==> src/sv/wmsd_pkg.sv <==
// Shared types and constants for the weighted mean / standard deviation unit.
`default_nettype none

package wmsd_pkg;

  localparam logic [16:0]        MaxSamples = 17'd65536;
  localparam logic signed [15:0] OneQ88     = 16'sd256;
  localparam int                 CntW       = 6;
  localparam int                 DivSteps   = 64;
  localparam int                 SqrtSteps  = 32;

  typedef enum logic [2:0] {
    ST_ACCUM,
    ST_FLUSH,
    ST_DIV_MEAN,
    ST_MEAN_FIX,
    ST_DIV_EX2,
    ST_VAR,
    ST_SQRT,
    ST_FINISH
  } wmsd_state_e;

  typedef struct packed {
    logic accept;
    logic div_load;
    logic div_sel_ex2;
    logic div_step;
    logic mean_fix;
    logic var_calc;
    logic sqrt_step;
    logic load_out;
  } wmsd_cmd_t;

  typedef struct packed {
    logic pipe_busy;
    logic wsum_pos;
  } wmsd_status_t;

endpackage

`default_nettype wire

==> src/sv/wmsd_if.sv <==
// Request channel interfaces: sample input and statistics result.
`default_nettype none

interface wmsd_in_if;
  logic               valid;
  logic               ready;
  logic signed [15:0] sample;
  logic signed [15:0] weight;
  logic               last;

  modport source (output valid, output sample, output weight, output last, input ready);
  modport sink   (input valid, input sample, input weight, input last, output ready);
endinterface

interface wmsd_out_if;
  logic               valid;
  logic               ready;
  logic signed [15:0] mean_value;
  logic [15:0]        std_dev;
  logic               weight_ok;
  logic               saturated;

  modport source (output valid, output mean_value, output std_dev, output weight_ok,
                  output saturated, input ready);
  modport sink   (input valid, input mean_value, input std_dev, input weight_ok,
                  input saturated, output ready);
endinterface

`default_nettype wire

==> src/sv/wmsd_ctrl.sv <==
// Controller: run sequencing, divide/sqrt step counting, result register valid.
`default_nettype none

module wmsd_ctrl (
  input  wire logic                  clk_i,
  input  wire logic                  rst_ni,
  input  wire logic                  in_valid_i,
  output logic                       in_ready_o,
  input  wire logic                  in_last_i,
  output logic                       out_valid_o,
  input  wire logic                  out_ready_i,
  input  wire wmsd_pkg::wmsd_status_t status_i,
  output wmsd_pkg::wmsd_cmd_t        cmd_o
);

  wmsd_pkg::wmsd_state_e         state_q, state_d;
  logic [wmsd_pkg::CntW-1:0]     cnt_q, cnt_d;
  logic                          out_valid_q, out_valid_d;

  always_ff @(posedge clk_i or negedge rst_ni) begin
    if (!rst_ni) begin
      state_q     <= wmsd_pkg::ST_ACCUM;
      cnt_q       <= '0;
      out_valid_q <= 1'b0;
    end else begin
      state_q     <= state_d;
      cnt_q       <= cnt_d;
      out_valid_q <= out_valid_d;
    end
  end

  always_comb begin
    state_d     = state_q;
    cnt_d       = cnt_q;
    cmd_o       = '0;
    in_ready_o  = 1'b0;
    out_valid_d = out_valid_q && !out_ready_i;
    case (state_q)
      wmsd_pkg::ST_ACCUM: begin
        in_ready_o   = 1'b1;
        cmd_o.accept = in_valid_i;
        if (in_valid_i && in_last_i) begin
          state_d = wmsd_pkg::ST_FLUSH;
        end
      end
      wmsd_pkg::ST_FLUSH: begin
        if (!status_i.pipe_busy) begin
          cnt_d = '0;
          if (status_i.wsum_pos) begin
            cmd_o.div_load = 1'b1;
            state_d        = wmsd_pkg::ST_DIV_MEAN;
          end else begin
            state_d = wmsd_pkg::ST_FINISH;
          end
        end
      end
      wmsd_pkg::ST_DIV_MEAN: begin
        cmd_o.div_step = 1'b1;
        cnt_d          = cnt_q + 1'b1;
        if (cnt_q == wmsd_pkg::CntW'(wmsd_pkg::DivSteps - 1)) begin
          state_d = wmsd_pkg::ST_MEAN_FIX;
        end
      end
      wmsd_pkg::ST_MEAN_FIX: begin
        cmd_o.mean_fix    = 1'b1;
        cmd_o.div_load    = 1'b1;
        cmd_o.div_sel_ex2 = 1'b1;
        cnt_d             = '0;
        state_d           = wmsd_pkg::ST_DIV_EX2;
      end
      wmsd_pkg::ST_DIV_EX2: begin
        cmd_o.div_step = 1'b1;
        cnt_d          = cnt_q + 1'b1;
        if (cnt_q == wmsd_pkg::CntW'(wmsd_pkg::DivSteps - 1)) begin
          state_d = wmsd_pkg::ST_VAR;
        end
      end
      wmsd_pkg::ST_VAR: begin
        cmd_o.var_calc = 1'b1;
        cnt_d          = '0;
        state_d        = wmsd_pkg::ST_SQRT;
      end
      wmsd_pkg::ST_SQRT: begin
        cmd_o.sqrt_step = 1'b1;
        cnt_d           = cnt_q + 1'b1;
        if (cnt_q == wmsd_pkg::CntW'(wmsd_pkg::SqrtSteps - 1)) begin
          state_d = wmsd_pkg::ST_FINISH;
        end
      end
      wmsd_pkg::ST_FINISH: begin
        if (!out_valid_q || out_ready_i) begin
          cmd_o.load_out = 1'b1;
          out_valid_d    = 1'b1;
          state_d        = wmsd_pkg::ST_ACCUM;
        end
      end
      default: begin
        state_d = wmsd_pkg::ST_ACCUM;
      end
    endcase
  end

  assign out_valid_o = out_valid_q;

endmodule

`default_nettype wire

==> src/sv/wmsd_dp.sv <==
// Datapath: multiply/accumulate pipeline, shared restoring divider, bitwise isqrt.
`default_nettype none

module wmsd_dp (
  input  wire logic                   clk_i,
  input  wire logic                   rst_ni,
  input  wire logic                   cfg_we_i,
  input  wire logic                   cfg_data_i,
  input  wire logic signed [15:0]     sample_i,
  input  wire logic signed [15:0]     weight_i,
  input  wire wmsd_pkg::wmsd_cmd_t    cmd_i,
  output wmsd_pkg::wmsd_status_t      status_o,
  output logic signed [15:0]          mean_value_o,
  output logic [15:0]                 std_dev_o,
  output logic                        weight_ok_o,
  output logic                        saturated_o
);

  logic               mode_q;
  logic [16:0]        count_q;
  logic               keep;

  logic               v1_q, v2_q;
  logic signed [15:0] x1_q, w1_q, w2_q;
  logic signed [31:0] wx1_q;
  logic signed [47:0] wxx2_q;
  logic signed [31:0] wx2_q;

  logic signed [47:0] sum_w_q;
  logic signed [63:0] sum_wsq_q;
  logic signed [33:0] sum_wt_q;
  logic               wsum_pos;

  logic [63:0]        quo_q;
  logic [33:0]        rem_q;
  logic               neg_q;
  logic [63:0]        num;
  logic [34:0]        div_sh;
  logic [35:0]        div_diff;

  logic signed [15:0] mean_q;
  logic               mean_sat_q;
  logic signed [31:0] msq_q;
  logic signed [63:0] ex2;
  logic signed [64:0] var65;

  logic [63:0]        sq_v_q, sq_res_q, sq_bit_q;
  logic [63:0]        sq_t;

  logic               sd_big;
  logic               clip;

  assign keep     = count_q < wmsd_pkg::MaxSamples;
  assign wsum_pos = !sum_wt_q[33] && (sum_wt_q != '0);
  assign status_o.pipe_busy = v1_q || v2_q;
  assign status_o.wsum_pos  = wsum_pos;

  always_ff @(posedge clk_i or negedge rst_ni) begin
    if (!rst_ni) begin
      mode_q <= 1'b1;
    end else if (cfg_we_i) begin
      mode_q <= cfg_data_i;
    end
  end

  // multiply pipeline
  always_ff @(posedge clk_i or negedge rst_ni) begin
    if (!rst_ni) begin
      v1_q <= 1'b0;
      v2_q <= 1'b0;
    end else begin
      v1_q <= cmd_i.accept && keep;
      v2_q <= v1_q;
    end
  end

  always_ff @(posedge clk_i) begin
    if (cmd_i.accept) begin
      x1_q  <= sample_i;
      w1_q  <= mode_q ? weight_i : wmsd_pkg::OneQ88;
      wx1_q <= 32'(mode_q ? weight_i : wmsd_pkg::OneQ88) * 32'(sample_i);
    end
    if (v1_q) begin
      w2_q   <= w1_q;
      wx2_q  <= wx1_q;
      wxx2_q <= 48'(wx1_q) * 48'(x1_q);
    end
  end

  // accumulators and sample count
  always_ff @(posedge clk_i or negedge rst_ni) begin
    if (!rst_ni) begin
      sum_w_q   <= '0;
      sum_wsq_q <= '0;
      sum_wt_q  <= '0;
      count_q   <= '0;
    end else if (cmd_i.load_out) begin
      sum_w_q   <= '0;
      sum_wsq_q <= '0;
      sum_wt_q  <= '0;
      count_q   <= '0;
    end else begin
      if (v2_q) begin
        sum_w_q   <= sum_w_q + 48'(wx2_q);
        sum_wsq_q <= sum_wsq_q + 64'(wxx2_q);
        sum_wt_q  <= sum_wt_q + 34'(w2_q);
      end
      if (cmd_i.accept) begin
        count_q <= keep ? count_q + 17'd1 : wmsd_pkg::MaxSamples + 17'd1;
      end
    end
  end

  // restoring divider, magnitude of dividend over positive weight sum
  always_comb begin
    num      = cmd_i.div_sel_ex2 ? sum_wsq_q : 64'(sum_w_q);
    div_sh   = {rem_q, quo_q[63]};
    div_diff = {1'b0, div_sh} - {2'b00, sum_wt_q};
  end

  always_ff @(posedge clk_i) begin
    if (cmd_i.div_load) begin
      neg_q <= num[63];
      quo_q <= num[63] ? -num : num;
      rem_q <= '0;
    end else if (cmd_i.div_step) begin
      if (!div_diff[35]) begin
        rem_q <= div_diff[33:0];
        quo_q <= {quo_q[62:0], 1'b1};
      end else begin
        rem_q <= div_sh[33:0];
        quo_q <= {quo_q[62:0], 1'b0};
      end
    end
  end

  // mean sign and clip, then its square
  always_ff @(posedge clk_i) begin
    if (cmd_i.mean_fix) begin
      if (!neg_q) begin
        if (quo_q > 64'd32767) begin
          mean_q     <= 16'sh7fff;
          mean_sat_q <= 1'b1;
        end else begin
          mean_q     <= quo_q[15:0];
          mean_sat_q <= 1'b0;
        end
      end else begin
        if (quo_q > 64'd32768) begin
          mean_q     <= 16'sh8000;
          mean_sat_q <= 1'b1;
        end else begin
          mean_q     <= -quo_q[15:0];
          mean_sat_q <= 1'b0;
        end
      end
    end
    msq_q <= 32'(mean_q) * 32'(mean_q);
  end

  always_comb begin
    ex2   = neg_q ? -quo_q : quo_q;
    var65 = {ex2[63], ex2} - 65'(msq_q);
    sq_t  = sq_res_q + sq_bit_q;
  end

  // integer square root, two bits of radicand per step
  always_ff @(posedge clk_i) begin
    if (cmd_i.var_calc) begin
      sq_v_q   <= var65[64] ? '0 : var65[63:0];
      sq_res_q <= '0;
      sq_bit_q <= 64'h4000_0000_0000_0000;
    end else if (cmd_i.sqrt_step) begin
      if (sq_v_q >= sq_t) begin
        sq_v_q   <= sq_v_q - sq_t;
        sq_res_q <= (sq_res_q >> 1) + sq_bit_q;
      end else begin
        sq_res_q <= sq_res_q >> 1;
      end
      sq_bit_q <= sq_bit_q >> 2;
    end
  end

  // result register
  assign sd_big = sq_res_q > 64'd65535;
  assign clip   = count_q > wmsd_pkg::MaxSamples;

  always_ff @(posedge clk_i) begin
    if (cmd_i.load_out) begin
      mean_value_o <= wsum_pos ? mean_q : '0;
      std_dev_o    <= !wsum_pos ? '0 : (sd_big ? 16'hffff : sq_res_q[15:0]);
      weight_ok_o  <= wsum_pos;
      saturated_o  <= clip || (wsum_pos && (mean_sat_q || sd_big));
    end
  end

endmodule

`default_nettype wire

==> src/sv/weighted_mean_std_dev_unit.sv <==
// Top level of the weighted mean and standard deviation unit.
// Samples of a run are taken one per cycle and accumulated through a two-stage
// multiply pipeline. After the item flagged last, input is held off while the
// pipeline drains, the mean is divided in the one-bit-per-cycle restoring divider,
// its sign is fixed, E[x^2] is divided, the variance is formed, the bitwise square
// root runs and the result is loaded; a run whose weight sum is not positive
// skips from the drain straight to the result load.
// The result sits in an output register, so the next run starts while it waits.
// weighted_mode resets to 1 and is written through cfg_we_i/cfg_data_i.
`default_nettype none

module weighted_mean_std_dev_unit (
  input  wire logic   clk_i,
  input  wire logic   rst_ni,
  input  wire logic   cfg_we_i,
  input  wire logic   cfg_data_i,
  wmsd_in_if.sink     in_i,
  wmsd_out_if.source  out_o
);

  wmsd_pkg::wmsd_cmd_t    cmd;
  wmsd_pkg::wmsd_status_t status;

  wmsd_ctrl u_ctrl (
    .clk_i       (clk_i),
    .rst_ni      (rst_ni),
    .in_valid_i  (in_i.valid),
    .in_ready_o  (in_i.ready),
    .in_last_i   (in_i.last),
    .out_valid_o (out_o.valid),
    .out_ready_i (out_o.ready),
    .status_i    (status),
    .cmd_o       (cmd)
  );

  wmsd_dp u_dp (
    .clk_i        (clk_i),
    .rst_ni       (rst_ni),
    .cfg_we_i     (cfg_we_i),
    .cfg_data_i   (cfg_data_i),
    .sample_i     (in_i.sample),
    .weight_i     (in_i.weight),
    .cmd_i        (cmd),
    .status_o     (status),
    .mean_value_o (out_o.mean_value),
    .std_dev_o    (out_o.std_dev),
    .weight_ok_o  (out_o.weight_ok),
    .saturated_o  (out_o.saturated)
  );

endmodule

`default_nettype wire

==> src/flat_wrapper.sv <==
// flat-port wrapper written by rule: the top's interface ports become plain ports
module weighted_mean_std_dev_unit_flat 
  (clk_i, rst_ni, cfg_we_i, cfg_data_i, in_i_valid, in_i_sample, in_i_weight, in_i_last, in_i_ready, out_o_valid, out_o_mean_value, out_o_std_dev, out_o_weight_ok, out_o_saturated, out_o_ready);
  wmsd_in_if in_i_i ();
  wmsd_out_if out_o_i ();
  input  wire logic clk_i;
  input  wire logic rst_ni;
  input  wire logic cfg_we_i;
  input  wire logic cfg_data_i;
  input wire logic [$bits(in_i_i.valid)-1:0] in_i_valid;
  input wire logic [$bits(in_i_i.sample)-1:0] in_i_sample;
  input wire logic [$bits(in_i_i.weight)-1:0] in_i_weight;
  input wire logic [$bits(in_i_i.last)-1:0] in_i_last;
  output wire logic [$bits(in_i_i.ready)-1:0] in_i_ready;
  output wire logic [$bits(out_o_i.valid)-1:0] out_o_valid;
  output wire logic [$bits(out_o_i.mean_value)-1:0] out_o_mean_value;
  output wire logic [$bits(out_o_i.std_dev)-1:0] out_o_std_dev;
  output wire logic [$bits(out_o_i.weight_ok)-1:0] out_o_weight_ok;
  output wire logic [$bits(out_o_i.saturated)-1:0] out_o_saturated;
  input wire logic [$bits(out_o_i.ready)-1:0] out_o_ready;
  assign in_i_i.valid = in_i_valid;
  assign in_i_i.sample = in_i_sample;
  assign in_i_i.weight = in_i_weight;
  assign in_i_i.last = in_i_last;
  assign in_i_ready = in_i_i.ready;
  assign out_o_valid = out_o_i.valid;
  assign out_o_mean_value = out_o_i.mean_value;
  assign out_o_std_dev = out_o_i.std_dev;
  assign out_o_weight_ok = out_o_i.weight_ok;
  assign out_o_saturated = out_o_i.saturated;
  assign out_o_i.ready = out_o_ready;
  weighted_mean_std_dev_unit u_core (.clk_i(clk_i), .rst_ni(rst_ni), .cfg_we_i(cfg_we_i), .cfg_data_i(cfg_data_i), .in_i(in_i_i), .out_o(out_o_i));
endmodule
==> config.mk <==
export PLATFORM = sky130hd
export DESIGN_NAME = weighted_mean_std_dev_unit_flat
export DESIGN_NICKNAME = d
export VERILOG_FILES = /design/src/sv/wmsd_pkg.sv /design/src/sv/wmsd_if.sv /design/src/sv/wmsd_ctrl.sv /design/src/sv/wmsd_dp.sv /design/src/sv/weighted_mean_std_dev_unit.sv /design/src/flat_wrapper.sv
export SDC_FILE = /design/constraint.sdc
export NUM_CORES = 2
export LEC_CHECK = 0
export ABC_CLOCK_PERIOD_IN_PS = 8450
export BUFFER_PORTS_ARGS = -buffer_cell sky130_fd_sc_hd__buf_2
export CAP_MARGIN = 20
export CORE_ASPECT_RATIO = 1.75
export CORE_MARGIN = 1
export CORE_UTILIZATION = 40
export CTS_CLUSTER_DIAMETER = 100
export DETAILED_ROUTE_END_ITERATION = 10
export PLACE_DENSITY = 0.58
export SYNTH_ARGS = -nofsm -noshare
export SYNTH_HDL_FRONTEND = slang
export SYNTH_SLANG_ARGS = --single-unit
==> constraint.sdc <==
create_clock -name clk_i -period 8.45 [get_ports clk_i]
set_input_delay 1.69 -clock clk_i [delete_from_list [all_inputs] [get_ports clk_i]]
set_output_delay 1.69 -clock clk_i [all_outputs]
set_load 0.02 [all_outputs]
**After elaboration in Yosys (flattened, before gate mapping)**

Index checks and enable logic that the tools add are counted.

- Input port bits: 39
- Output and inout bits: 36
- Bits in registers: 678
- Word-level logic and storage cells: 144

- $lt $le $gt $ge: 6
- Eq/ne operators: 15
- Multipliers: 3
- $add $sub $neg: 13
- Reduce and logical (&&, ||, !) cells: 26
- Multiplexer cells: 52

Operators with widths:

| cell | number |
|---|---|
| two-way mux 64 bit | 12 |
| > comparator 64 x 16 -> 1 bit, second input constant | 2 |
| negation 64 bit | 2 |
| two-way mux 34 bit | 3 |
| two-way mux 48 bit | 2 |
| subtractor 64 x 32 -> 65 bit | 1 |
| adder 63 x 63 -> 64 bit | 1 |
| adder 64 x 48 -> 64 bit | 1 |
| adder 64 x 63 -> 64 bit | 1 |
| >= comparator 64 bit | 1 |
| > comparator 64 x 15 -> 1 bit, second input constant | 1 |
| two-way mux 16 bit | 4 |
| subtractor 64 bit | 1 |
| two-way mux 17 bit | 3 |
| adder 48 x 32 -> 48 bit | 1 |
| multiplier 32 x 16 -> 48 bit | 1 |
| subtractor 35 x 34 -> 36 bit | 1 |
| adder 34 x 16 -> 34 bit | 1 |
| nonzero test 34 bit | 1 |
| multiplier 16 x 16 -> 32 bit | 1 |
| multiplier 32 x 16 -> 32 bit | 1 |
| two-way mux 32 bit | 1 |
| case mux 3 bit (8 select lines) | 1 |
| two-way mux 3 bit | 7 |
| 25 further kinds | 64 |

**Longest topological paths before layout**

- Depth in word-level cells: 6
- Gate-level depth with buffers: 29
- Depth with buffers taken out: 27

**By module**

Synthesis repeated with hierarchy kept, for this count alone.

- Cells, all modules: 9,562
- Area total of the unflattened synthesis: 85,742.2 µm²

By module, submodules not included:

| module | cells each | area each (µm²) | instances |
|---|---|---|---|
| wmsd_dp | 9,479 | 85,009.0 | 1 |
| wmsd_ctrl | 83 | 733.2 | 1 |

**Worst setup path after synthesis**

OpenSTA, ideal clock, no wires.

- Kind: register to register
- Start point: reg u_core.u_dp.sq_res_q[0]
- End point: reg u_core.u_dp.sq_v_q[0] (enable)
- Cell stages (with the launch flop): 28
- Data arrival time: 7.882 ns
- Data required time: 7.956 ns
- Library setup time: 0.494 ns
- Path slack: 0.074 ns
- Cell sequence: dfxtp_1 > ha_1 > ha_1 > a21o_1 > a31oi_1 > o21a_1 > o21ai_0 > a32oi_1 > a21oi_1 > or2_2 > a21oi_1 > o21ai_0 > nor2b_1 > o21ai_0 > xor2_1 > ha_1 > nand4_1 > inv_1 > nand2_1 > or3_1 > or3_1 > and3_1 > a211oi_1 > nor2_1 > clkbuf_1 > nor3_1 > a21oi_1 > nor2b_1

- Word-level cells in the longest chain between the ends: 4

Ends and longest elaborated chain:

| element | line | source |
|---|---|---|
| start, declared | wmsd_dp.sv:47 | `logic [63:0] sq_v_q, sq_res_q, sq_bit_q;` |
| start signal, assigned | wmsd_dp.sv:176 | `sq_res_q <= (sq_res_q >> 1) + sq_bit_q;` |
| start signal, assigned | wmsd_dp.sv:178 | `sq_res_q <= sq_res_q >> 1;` |
| adder 64 x 63 -> 64 bit | wmsd_dp.sv:164 | `sq_t = sq_res_q + sq_bit_q;` |
| >= comparator 64 bit | wmsd_dp.sv:174 | `if (sq_v_q >= sq_t) begin` |
| nonzero test 2 bit (no line) | n/a |  |
| AND reduction 2 bit (no line) | n/a |  |
| end signal, assigned | wmsd_dp.sv:170 | `sq_v_q <= var65[64] ? '0 : var65[63:0];` |
| end signal, assigned | wmsd_dp.sv:175 | `sq_v_q <= sq_v_q - sq_t;` |
| end, declared | wmsd_dp.sv:47 |  |

No other way between the ends.
A chain may end at the register's enable or synchronous reset.

**Final worst setup path**

- Start point: reg u_core.u_dp.wx1_q[9]
- End point: reg u_core.u_dp.wxx2_q[43] (data pin)

- Word-level cells in the longest chain between the ends: 1

Ends and longest elaborated chain:

| element | line | source |
|---|---|---|
| start, declared | wmsd_dp.sv:25 | `logic signed [31:0] wx1_q;` |
| start signal, assigned | wmsd_dp.sv:81 | `wx1_q <= 32'(mode_q ? weight_i : wmsd_pkg::OneQ88) * 32'(sample_i);` |
| multiplier 32 x 16 -> 48 bit | wmsd_dp.sv:86 | `wxx2_q <= 48'(wx1_q) * 48'(x1_q);` |
| end signal, assigned | wmsd_dp.sv:86 |  |
| end, declared | wmsd_dp.sv:26 | `logic signed [47:0] wxx2_q;` |

No other way between the ends.

==> results.txt <==
total clock buffers created by CTS: 77
worst reg2reg setup slack: 0.26 ns
Post-Syn Area: 84700 µm²
final hold vios: 0
hold crit path type: flop to flop
Row Count: 223
main combinational cell family by area after synthesis: adder cells
register clock-pin slew on the reported worst setup and hold paths: 0.06 ns
Yosys warnings: 0
area grow syn2layout: 8.55%
Worst Hold Launch: u_core.u_dp.w1_q[13]
global-route wire length before repair: 392000 µm
via count: 67000
Starting Density: 40.2%
H-tree depth: 3
mux contribution to synthesized area: 2.23%
DRC violations left: 4
antenna viol nets, final: 0
EDFF count, synth: 340
Die W: 350 µm
placed cell area: 89100 µm²
compound-gate portion of the synthesized area: 14.2%
post-layout instance area: 91900 µm²
crit path DAT: 8.64 ns
share of layout cells above drive strength 1: 5.45%
capturing point of the worst reg2reg path: u_core.u_dp.wxx2_q[43]
failing checks: design-rule violations
post-synthesis simple-gate area fraction: 15.2%
Worst Path Required: 8.90 ns
gr ovfl total: 0
final core occ: 43.6%
CTS tree: done
Nets: 11200
overall track demand over capacity in global routing: 23.6%
clock tree sinks: 677
HPWL after DPL: 202000 µm
Synth Register Bits: 677
number of global-route vias before repair: 72000
worst setup path class: flop to flop
crit path max fanout: 8
Main synth FF type: edfxtp_1
# port buffers: 74
CP startpoint kind: flop
crit end category: flop
largest net degree at the start of global routing: 125
post-route clock period utilization: 96.9%
number of max-cap violations: 0
RR Startpoint: u_core.u_dp.wx1_q[9]
hold worst-path end: u_core.u_dp.w2_q[13]
Synth Area in Adders: 33.1%
fmax: 122 MHz
Slew @ Worst Pin: 1.15 ns
Routed WL: 249000 µm
number of DRC markers in iteration 0: 3294
CTS Root Cell: clkbuf_16
mean post-synth cell area: 8.91 µm²
GP Congestion: 0.962
Fill cells: 20600
IO Pins: 75
# resized after CTS: 0
slew margin rel.: 23.3%
Setup-failing EPs final: 0
R2R depth: 26
routed vias/inst: 5.41
RSZ-0062 raised after global routing: false
die height: 611 µm
Final Max Tran Viols: 0
min Tclk post-route: 8.19 ns
antenna violations before repair: 7
post-synthesis instance total: 9496
status: finished with violations
Async S/R FF share, synth: 26.0%
Cell variety after synth: 86
DR pass1 iterations: 10
clock tree buffer depth: 3
Worst Hold Depth: 0
Synth Net Count: 11200
WL/cell: 20.1 µm
Worst-Skew Late Latency: 0.71 ns
sequential share of the synthesized area: 21.1%
die area: 214000 µm²
clk_skew: 0.0333 ns
XOR/XNOR Fraction of Synth Area: 6.34%
Core Region: 211000 µm²
synth_stat cells, types with 161 or more instances:
cell type,n,area (µm²)
nand2_1,1048,3930
and2_1,331,2070
ha_1,653,8170
edfxtp_1,340,10200
inv_1,1356,5090
o21ai_0,483,2420
nor2_1,497,1870
clkbuf_1,364,1370
a21oi_1,525,2630
dfrtp_1,175,4380
fa_1,993,19900
dfxtp_1,161,3220
a21o_1,266,2000
xnor2_1,370,3240
mux2i_1,185,1850
xor2_1,243,2130
and3_1,170,1060
worst max-delay path: stages, from the launching register on:
cell and delay [ns]:
edfxtp_1 0.61, buf_4 0.29, and2_1 0.19, fa_1 0.54, inv_1 0.05, fa_1 0.46
fa_1 0.51, inv_1 0.06, fa_1 0.51, fa_1 0.51, inv_1 0.05, fa_1 0.47
inv_1 0.04, ha_1 0.21, a21oi_1 0.27, o21ai_0 0.29, nor2b_1 0.23, a2111oi_0 0.38
o221ai_1 0.23, a22o_1 0.30, o221a_2 0.30, a211o_1 0.30, a21o_1 0.21, a221o_1 0.40
a21oi_1 0.20, xnor2_1 0.15, buf_12 0.17
metrics by stage:
step	TNS, ns	setup slack [ns]	hold slack [ns]	std cells
finish	0	0.263	0.434	12400
global route	0	0.0168	0.442	12400
detailed placement	-0.306	-0.236	0.412	12200
global placement	-0.547	-0.359	0.403	12200
CTS	0	0.217	0.435	12400
floorplan	0	0.0744	0.394	9496
area by class of cell:
cell class	count	area (µm²)	share of cell area, %
inverter	1359	5110	5.56
timing repair buffer	318	2490	2.71
sequential	677	17800	19.4
multi-input combinational	7068	60300	65.6
antenna	4	10.0	0.0109
clock buffer	100	2180	2.37
clock inverter	43	418	0.455
tap	2812	3520	3.83
placed cells by master (no fill, tap or decap), drive strengths merged, types with 41 or more instances in the layout:
| cell | n |
|---|---|
| a211oi | 56 |
| a21o | 266 |
| a21oi | 525 |
| a31oi | 97 |
| and2 | 336 |
| and3 | 170 |
| buf | 317 |
| clkbuf | 101 |
| dfrtp | 175 |
| dfxtp | 161 |
| edfxtp | 340 |
| fa | 993 |
| ha | 653 |
| inv | 1363 |
| mux2i | 185 |
| nand2 | 1048 |
| nand2b | 87 |
| nand3 | 111 |
| nand4 | 90 |
| nor2 | 497 |
| nor2b | 67 |
| nor3 | 107 |
| nor4 | 41 |
| o21a | 64 |
| o21ai | 485 |
| o21bai | 80 |
| o22ai | 62 |
| o31ai | 57 |
| or3 | 55 |
| xnor2 | 370 |
| xor2 | 243 |
how the worst max path moves through the flow:
stage                                         to  slack (ns)               startpoint  cells after the start
final                     u_core.u_dp.wxx2_q[43]        0.26     u_core.u_dp.wx1_q[9]                     26
after global routing      u_core.u_dp.wxx2_q[43]        0.02     u_core.u_dp.wx1_q[9]                     26
after CTS                 u_core.u_dp.wxx2_q[43]        0.22      u_core.u_dp.x1_q[8]                     27
after detailed placement   u_core.u_dp.wx1_q[30]       -0.24           in_i_sample[5]                     25
after global placement     u_core.u_dp.wx1_q[30]       -0.36           in_i_sample[5]                     25
after floorplan            u_core.u_dp.sq_v_q[0]        0.07  u_core.u_dp.sq_res_q[0]                     27
logic make-up (layout without fill, tap and decap cells):
logic type      Yosys count  count (layout)
compound gates         1922            1922
xor+xnor                613             613
fa+ha+maj              1646            1646
buf+inv                1751            1820
flops                   677             677
mux                     188             188
other cells               0               4
simple gates           2699            2699
registers in the layout, summed over array words and instances (netlist names), 34 cells and up:
register / cells
u_core.u_dp.wxx2_q: 48
u_core.u_dp.rem_q: 34
u_core.u_dp.sum_wt_q: 34
u_core.u_dp.sum_wsq_q: 64
u_core.u_dp.sq_v_q: 64
u_core.u_dp.sum_w_q: 48
u_core.u_dp.sq_res_q: 64
u_core.u_dp.quo_q: 64
routing by layer:
layer	track usage, %	wire length (µm)	vias up	part of all wire, %
met4	15.9	18600	4	7.5
met1	22.3	84200	33100	34
met5	0	23	-	0.0092
met3	2.29	7420	736	3.0
li1	-	-	31600	-
met2	46.8	139000	1496	56
timing repair:
| item | in CTS | in global routing |
|---|---|---|
| setup buffers | 0 | 10 |
| hold buffers | 0 | 0 |
| endpoints found under the setup margin | 0 | 4 |
Power is left out: the tool's default activity adds up to more than one toggle a clock period on the data nets, which glitch-free logic cannot reach.
